File: config.mk
export PLATFORM = sky130hd
export DESIGN_NAME = utf8_to_single_byte_codepage
export DESIGN_NICKNAME = d
export VERILOG_FILES = /design/src/rtl/u8cp_pkg.sv /design/src/rtl/utf8_to_single_byte_codepage.sv
export SDC_FILE = /design/constraint.sdc
export NUM_CORES = 1
export LEC_CHECK = 0
export BUFFER_PORTS_ARGS = -buffer_cell sky130_fd_sc_hd__buf_2
export CORE_UTILIZATION = 54
export DETAILED_ROUTE_END_ITERATION = 10
export PLACE_DENSITY = 0.71
export SLEW_MARGIN = 20
export SYNTH_ARGS = -nofsm -noshare
export SYNTH_HDL_FRONTEND = slang
export SYNTH_SLANG_ARGS = --single-unit
File: constraint.sdc
create_clock -name aclk -period 5.7 [get_ports aclk]
set_clock_uncertainty 0.2 [all_clocks]
set_input_delay 0.285 -clock aclk [delete_from_list [all_inputs] [get_ports aclk]]
set_output_delay 0.285 -clock aclk [all_outputs]
set_load 0.03 [all_outputs]
File: src/rtl/u8cp_pkg.sv
// constants, tables and code point mapping for the utf-8 to single-byte code page transcoder
package u8cp_pkg;

    localparam int unsigned ROM_DEPTH = 128;

    localparam logic [1:0] PAGE_ASCII    = 2'd0;
    localparam logic [1:0] PAGE_CP1250   = 2'd1;
    localparam logic [1:0] PAGE_ISO88592 = 2'd2;

    localparam logic [15:0] CP_HIGH_BASE = 16'h0080;

    typedef struct packed {
        logic [7:0] out_byte;
        logic       unmapped;
    } map_result_t;

    localparam logic [15:0] CP1250_ROM [ROM_DEPTH] = '{
        16'h0080, 16'h0081, 16'h201A, 16'h0083, 16'h201E, 16'h2026, 16'h2020, 16'h2021,
        16'h0088, 16'h2030, 16'h0160, 16'h2039, 16'h015A, 16'h0164, 16'h017D, 16'h0179,
        16'h0090, 16'h2018, 16'h2019, 16'h201C, 16'h201D, 16'h2022, 16'h2013, 16'h2014,
        16'h0098, 16'h2122, 16'h0161, 16'h203A, 16'h015B, 16'h0165, 16'h017E, 16'h017A,
        16'h00A0, 16'h02C7, 16'h02D8, 16'h0141, 16'h00A4, 16'h0104, 16'h00A6, 16'h00A7,
        16'h00A8, 16'h00A9, 16'h015E, 16'h00AB, 16'h00AC, 16'h00AD, 16'h00AE, 16'h017B,
        16'h00B0, 16'h00B1, 16'h02DB, 16'h0142, 16'h00B4, 16'h00B5, 16'h00B6, 16'h00B7,
        16'h00B8, 16'h0105, 16'h015F, 16'h00BB, 16'h013D, 16'h02DD, 16'h013E, 16'h017C,
        16'h0154, 16'h00C1, 16'h00C2, 16'h0102, 16'h00C4, 16'h0139, 16'h0106, 16'h00C7,
        16'h010C, 16'h00C9, 16'h0118, 16'h00CB, 16'h011A, 16'h00CD, 16'h00CE, 16'h010E,
        16'h0110, 16'h0143, 16'h0147, 16'h00D3, 16'h00D4, 16'h0150, 16'h00D6, 16'h00D7,
        16'h0158, 16'h016E, 16'h00DA, 16'h0170, 16'h00DC, 16'h00DD, 16'h0162, 16'h00DF,
        16'h0155, 16'h00E1, 16'h00E2, 16'h0103, 16'h00E4, 16'h013A, 16'h0107, 16'h00E7,
        16'h010D, 16'h00E9, 16'h0119, 16'h00EB, 16'h011B, 16'h00ED, 16'h00EE, 16'h010F,
        16'h0111, 16'h0144, 16'h0148, 16'h00F3, 16'h00F4, 16'h0151, 16'h00F6, 16'h00F7,
        16'h0159, 16'h016F, 16'h00FA, 16'h0171, 16'h00FC, 16'h00FD, 16'h0163, 16'h02D9
    };

    localparam logic [15:0] ISO88592_ROM [ROM_DEPTH] = '{
        16'h0080, 16'h0081, 16'h0082, 16'h0083, 16'h0084, 16'h0085, 16'h0086, 16'h0087,
        16'h0088, 16'h0089, 16'h008A, 16'h008B, 16'h008C, 16'h008D, 16'h008E, 16'h008F,
        16'h0090, 16'h0091, 16'h0092, 16'h0093, 16'h0094, 16'h0095, 16'h0096, 16'h0097,
        16'h0098, 16'h0099, 16'h009A, 16'h009B, 16'h009C, 16'h009D, 16'h009E, 16'h009F,
        16'h00A0, 16'h0104, 16'h02D8, 16'h0141, 16'h00A4, 16'h013D, 16'h015A, 16'h00A7,
        16'h00A8, 16'h0160, 16'h015E, 16'h0164, 16'h0179, 16'h00AD, 16'h017D, 16'h017B,
        16'h00B0, 16'h0105, 16'h02DB, 16'h0142, 16'h00B4, 16'h013E, 16'h015B, 16'h02C7,
        16'h00B8, 16'h0161, 16'h015F, 16'h0165, 16'h017A, 16'h02DD, 16'h017E, 16'h017C,
        16'h0154, 16'h00C1, 16'h00C2, 16'h0102, 16'h00C4, 16'h0139, 16'h0106, 16'h00C7,
        16'h010C, 16'h00C9, 16'h0118, 16'h00CB, 16'h011A, 16'h00CD, 16'h00CE, 16'h010E,
        16'h0110, 16'h0143, 16'h0147, 16'h00D3, 16'h00D4, 16'h0150, 16'h00D6, 16'h00D7,
        16'h0158, 16'h016E, 16'h00DA, 16'h0170, 16'h00DC, 16'h00DD, 16'h0162, 16'h00DF,
        16'h0155, 16'h00E1, 16'h00E2, 16'h0103, 16'h00E4, 16'h013A, 16'h0107, 16'h00E7,
        16'h010D, 16'h00E9, 16'h0119, 16'h00EB, 16'h011B, 16'h00ED, 16'h00EE, 16'h010F,
        16'h0111, 16'h0144, 16'h0148, 16'h00F3, 16'h00F4, 16'h0151, 16'h00F6, 16'h00F7,
        16'h0159, 16'h016F, 16'h00FA, 16'h0171, 16'h00FC, 16'h00FD, 16'h0163, 16'h02D9
    };

    // reverse lookup against constant tables, lowest matching entry wins
    function automatic map_result_t map_code_point(input logic [1:0] page,
                                                   input logic [15:0] cp);
        map_result_t res;
        logic        use_rom;
        logic        is_cp1250;
        res.out_byte = cp[7:0];
        res.unmapped = 1'b0;
        use_rom      = 1'b0;
        is_cp1250    = 1'b0;
        unique case (page)
            PAGE_CP1250: begin
                use_rom   = 1'b1;
                is_cp1250 = 1'b1;
            end
            PAGE_ISO88592: begin
                use_rom = 1'b1;
            end
            default: begin
                use_rom = 1'b0;
            end
        endcase
        if (use_rom && (cp > CP_HIGH_BASE)) begin
            res.unmapped = 1'b1;
            for (int k = ROM_DEPTH - 1; k >= 0; k--) begin
                if ((is_cp1250 ? CP1250_ROM[k] : ISO88592_ROM[k]) == cp) begin
                    res.out_byte = {1'b1, 7'(k)};
                    res.unmapped = 1'b0;
                end
            end
        end
        return res;
    endfunction

endpackage

File: src/rtl/utf8_to_single_byte_codepage.sv
// top level of the utf-8 to single-byte code page transcoder
// Takes one UTF-8 byte per transfer and emits one byte per decoded character in the
// page held by the code page register (0 ascii truncate, 1 cp1250, 2 iso-8859-2, 3 as 0).
// Lead and inner bytes of a multi-byte sequence give no output; the byte that completes
// it gives one, with m_tuser high when a code point above 0x80 has no entry in the
// selected page and its low byte was sent instead. Stray continuation bytes and four-byte
// leads are passed through raw. One byte is taken every cycle while the skid register is
// empty: decode and the constant-table reverse lookup sit between the input and the
// result register, and a one-entry skid register keeps s_tready up while a result waits.
// Write the code page only while no transfer is in flight.
module utf8_to_single_byte_codepage
    import u8cp_pkg::*;
(
    input  logic       aclk,
    input  logic       aresetn,

    input  logic       cfg_we,
    input  logic [1:0] cfg_wdata,     // code_page

    input  logic       s_tvalid,
    output logic       s_tready,
    input  logic [7:0] s_tdata,       // [7:0] in_byte

    output logic       m_tvalid,
    input  logic       m_tready,
    output logic [7:0] m_tdata,       // [7:0] out_byte
    output logic       m_tuser        // [0] unmapped
);

    logic [1:0]  code_page_reg;
    logic [1:0]  bytes_pending_reg, bytes_pending_next;
    logic [15:0] code_point_acc_reg, code_point_acc_next;

    logic        out_valid_reg, out_valid_next;
    map_result_t out_data_reg, out_data_next;
    logic        skid_valid_reg, skid_valid_next;
    map_result_t skid_data_reg, skid_data_next;

    logic        in_fire;
    logic        produce;
    logic        raw;
    logic [15:0] cp;
    logic [15:0] part;
    map_result_t mapped;
    map_result_t res;
    logic        push;
    logic        pop;

    assign s_tready = !skid_valid_reg;
    assign in_fire  = s_tvalid && s_tready;
    assign m_tvalid = out_valid_reg;
    assign m_tdata  = out_data_reg.out_byte;
    assign m_tuser  = out_data_reg.unmapped;

    // utf-8 decode
    always_comb begin
        bytes_pending_next  = bytes_pending_reg;
        code_point_acc_next = code_point_acc_reg;
        produce             = 1'b0;
        raw                 = 1'b0;
        cp                  = {8'd0, s_tdata};
        part = (bytes_pending_reg == 2'd2) ? {4'd0, s_tdata[5:0], 6'd0}
                                           : {10'd0, s_tdata[5:0]};
        if (bytes_pending_reg != 2'd0) begin
            code_point_acc_next = code_point_acc_reg + part;
            bytes_pending_next  = bytes_pending_reg - 2'd1;
            produce             = (bytes_pending_reg == 2'd1);
            cp                  = code_point_acc_next;
        end else if (!s_tdata[7]) begin
            produce = 1'b1;
        end else if (s_tdata[7:5] == 3'b110) begin
            code_point_acc_next = {4'd0, s_tdata[5:0], 6'd0};
            bytes_pending_next  = 2'd1;
        end else if (s_tdata[7:4] == 4'b1110) begin
            code_point_acc_next = {s_tdata[3:0], 12'd0};
            bytes_pending_next  = 2'd2;
        end else begin
            produce = 1'b1;
            raw     = 1'b1;
        end
    end

    assign mapped = map_code_point(code_page_reg, cp);

    always_comb begin
        res = mapped;
        if (raw) begin
            res.out_byte = s_tdata;
            res.unmapped = 1'b0;
        end
    end

    assign push = in_fire && produce;
    assign pop  = out_valid_reg && m_tready;

    // result register and skid register
    always_comb begin
        out_valid_next  = out_valid_reg;
        out_data_next   = out_data_reg;
        skid_valid_next = skid_valid_reg;
        skid_data_next  = skid_data_reg;
        if (!out_valid_reg || pop) begin
            if (skid_valid_reg) begin
                out_valid_next  = 1'b1;
                out_data_next   = skid_data_reg;
                skid_valid_next = 1'b0;
            end else begin
                out_valid_next = push;
                out_data_next  = res;
            end
        end else if (push) begin
            skid_valid_next = 1'b1;
            skid_data_next  = res;
        end
    end

    always_ff @(posedge aclk) begin
        if (!aresetn) begin
            code_page_reg      <= PAGE_ASCII;
            bytes_pending_reg  <= 2'd0;
            code_point_acc_reg <= 16'd0;
            out_valid_reg      <= 1'b0;
            skid_valid_reg     <= 1'b0;
        end else begin
            if (cfg_we) begin
                code_page_reg <= cfg_wdata;
            end
            if (in_fire) begin
                bytes_pending_reg  <= bytes_pending_next;
                code_point_acc_reg <= code_point_acc_next;
            end
            out_valid_reg  <= out_valid_next;
            skid_valid_reg <= skid_valid_next;
        end
    end

    always_ff @(posedge aclk) begin
        out_data_reg  <= out_data_next;
        skid_data_reg <= skid_data_next;
    end

endmodule
==> flow_summary.ini <==
[run_status]
run_status = complete, no violations

[grt]
vias_in_the_first_global_route = 8085
grt_antenna_before_repair = 0
grt_total_ovfl = 0
grt_start_max_net_pins = 43
global_route.usage.total_pct = 48.6
grt_pass1_wl_um = 47600

[cells_and_area]
nets = 994
largest_reg_flops = 16
drive_above_1_share_pct = 18.4
diodes_inserted = 0
area_growth_pct = 9.75

[synthesis]
netlist-cell-type-count = 111
synthFlopType = sky130_fd_sc_hd__dfxtp_1
yosys_warnings = 0
synth_largest_area_cell = sky130_fd_sc_hd__edfxtp_1
syn-mean-instance-area_um2 = 7.19
synth_sequential_area_ratio_pct = 14.5
async_reset_ff_share_pct = 0
syn_inst = 942
synth_enable_flop_cells = 18
mappedNetlistArea_mm2 = 0.00678
synth.top_cells.by_area = sky130_fd_sc_hd__edfxtp_1, sky130_fd_sc_hd__dfxtp_1, sky130_fd_sc_hd__nand2_1, sky130_fd_sc_hd__nor2_1, sky130_fd_sc_hd__a21oi_1
ys_seq_elements = 40
syn-num-nets = 971
yosys.area.top_type_share_pct = 7.98

[die]
die_y_um = 114
num_rows = 40
io_pins = 26
fp.dieW_um = 114
floorplan.initialDensity_pct = 56.0
die_area_mm2 = 0.0130
core_mm2 = 0.0121

[cts]
cts_buffers = 5
cts.root.buffer_cell = sky130_fd_sc_hd__clkbuf_16
clockBufferDepth = 2
cts_hold_buf = 0
htreeDepth = 2
worstSkewPairLatency_ps = 300
clk_pin_slew_worst_paths_ps = 70
tritoncts = yes
clock_sink_count = 40

[pwr]
vdd_drop_max_mv = 0.150
power_share_of_the_clock_group_pct = 21.7
switching_power_mw = 0.728
power.combinational.fraction_pct = 55.9
power_density_mw_per_mm2 = 206
cell_internal_pwr_mw = 0.802
sequential_share_of_power_pct = 22.4
power.share.switching_pct = 47.6
p_leak_nw = 2.63

[sta]
totalNegativeSetupSlack_ps = 0
final.min_clock_period_ps = 5520
fmaxAchievable_mhz = 181
max-slew-margin-rel_pct = 31.1
slew_violations = 0
fin_crit_sh_pct = 96.9
report.final.hold_viol_count = 0
unrepaired_setup_endpoints_after_global_routing = no
setup_violations = 0
fin_hold_ws_ps = 46.7
tightest_slew_ps = 1030

[critical_path]
worst_ep_required_time_ps = 5540
worst_setup_path_start_kind = flop
cp.arrival_ps = 5370
element_type_at_the_critical_path_end = flop
critical-path-slowest-cell = sky130_fd_sc_hd__or3_1
classification_of_the_worst_setup_path = flop to flop
highest_net_fanout_along_the_worst_path = 11
reg2reg_setup_slack_ps = 180
crit_path_cell_trace = nor2b_1, nor2_1, ha_1, o211ai_2, o2111a_1, or3_1, buf_4, xnor2_1, or4b_1, nor4b_1, a311oi_1, o211ai_2, nor3_1, and2_2, a21oi_1, nor2_1, mux2_2
crit_path_max_incr_delay_ps = 640

[detailed_routing]
route.final.wire_length_um = 31500
wl_per_cell_um = 27.8
remaining_drc_errors = 0
drt_first_pass_iters = 7
route.antenna.remaining_nets = 0
drt-initial-drc-count = 1588
via_density_per_instance = 7.69
dr_total_vias = 8717

[flow_run]
reported_max_cap_violation_count = 0

[place]
dpl.hpwl_um = 24100
buffer_ports.inserted = 25
place_congestion = 1.10

[min_path]
hp-class = primary input to flop
==> metrics by stage <==
stage	std cells	total power [mW]	setup slack (ps)	utilization, %	cell area (um2)
global placement	1126	1.15	244	59.9	7250
finish	1134	1.53	176	61.4	7440
floorplan	942	0.885	812	-	6780
CTS	1134	1.47	137	61.3	7420
global route	1134	1.57	10.6	61.4	7440
detailed placement	1126	1.15	185	59.9	7250
==> worst paths after layout <==
kind         cells past startpoint                      to                   start
min                              3        code_page_reg[1]            cfg_wdata[1]
max                             17              m_tdata[6]    bytes_pending_reg[1]
max reg2reg                     17              m_tdata[6]    bytes_pending_reg[1]
min reg2reg                      2  code_point_acc_reg[10]  code_point_acc_reg[10]
==> area by class of cell <==
class	count	area, um2
multi-input cells	815	5410
fillers	1125	4670
flip-flops and latches	40	981
repair buffers	90	626
well taps	168	210
clock buffers	6	130
inverters	13	48.8
clock inverters	2	35.0
==> repair_timing <==
item                       CTS  global route
setup endpoints to repair    0             3
gates resized for setup      0             3
buffers inserted             0             0
==> power by group through the flow <==
stage	Combinational, mW	Clock, mW	Sequential, mW
2_1_floorplan	0.508	0	0.378
3_3_place_gp	0.803	0	0.348
3_5_place_dp	0.797	0	0.349
4_1_cts	0.800	0.329	0.343
5_1_grt	0.879	0.343	0.346
6_report	0.856	0.332	0.343
==> cell families after synthesis <==
family                     share of synthesized area (%)
buffers and inverters                               6.24
muxes                                               4.38
DFF                                                 14.5
xor gates and xnor gates                            2.07
and+or+nand+nor                                     32.0
adders and majority gates                           2.70
AOI/OAI and AO/OA                                   38.1
==> placed cells by master (no fill, tap or decap), types with 13 or more instances in the layout <==
cell	instances
sky130_fd_sc_hd__buf_2	25
sky130_fd_sc_hd__and2_1	13
sky130_fd_sc_hd__a31oi_1	16
sky130_fd_sc_hd__o21ai_0	50
sky130_fd_sc_hd__o22ai_1	16
sky130_fd_sc_hd__nor2b_1	16
sky130_fd_sc_hd__o211ai_1	17
sky130_fd_sc_hd__ha_1	13
sky130_fd_sc_hd__nand2_1	90
sky130_fd_sc_hd__edfxtp_1	18
sky130_fd_sc_hd__a22oi_1	13
sky130_fd_sc_hd__nand3_1	56
sky130_fd_sc_hd__nand4_1	16
sky130_fd_sc_hd__nor3_1	36
sky130_fd_sc_hd__nor2_1	90
sky130_fd_sc_hd__dfxtp_1	22
sky130_fd_sc_hd__a21oi_1	62
sky130_fd_sc_hd__buf_4	64
==> layer usage <==
layer  wire [um]  global-route usage (%)  vias up  part of all wire [%]
li1            -                       -     3710                     -
met1       11800                    61.9     3951                    37
met2       12600                    70.5      869                    40
met3        5120                    17.9      185                    16
met4        1930                    26.1        2                   6.1
met5          49                    2.75        -                  0.16
==> cells in the mapped netlist, drive strengths merged, types with 5 or more instances <==
library cell / number
nor2: 93
nand2: 91
a21oi: 67
o21ai: 65
nand3: 58
nor3: 42
clkbuf: 40
buf: 34
dfxtp: 22
o211ai: 21
edfxtp: 18
nor2b: 18
a31oi: 17
o22ai: 17
a211oi: 16
nand4: 16
and2: 14
a22oi: 13
ha: 13
inv: 13
mux2: 13
mux2i: 13
o31ai: 13
nor3b: 12
xnor2: 12
and3: 11
nor4: 11
or3: 10
a21o: 9
a311oi: 9
nand2b: 9
a21boi: 8
o32ai: 8
or2: 8
o21a: 7
or4: 7
a221oi: 6
nor4b: 6
o311ai: 5
o32a: 5
==> worst max-delay path, delay by kind of cell, from the launching register on <==
kind	cells	cell delay [ps]
AOI/OAI and AO/OA	5	1110
adders and majority gates	1	540
and+or+nand+nor	8	2290
buffers and inverters	1	300
xor gates and xnor gates	1	250
DFF	1	330
muxes	1	260
Power figures use the tool's default switching activity.
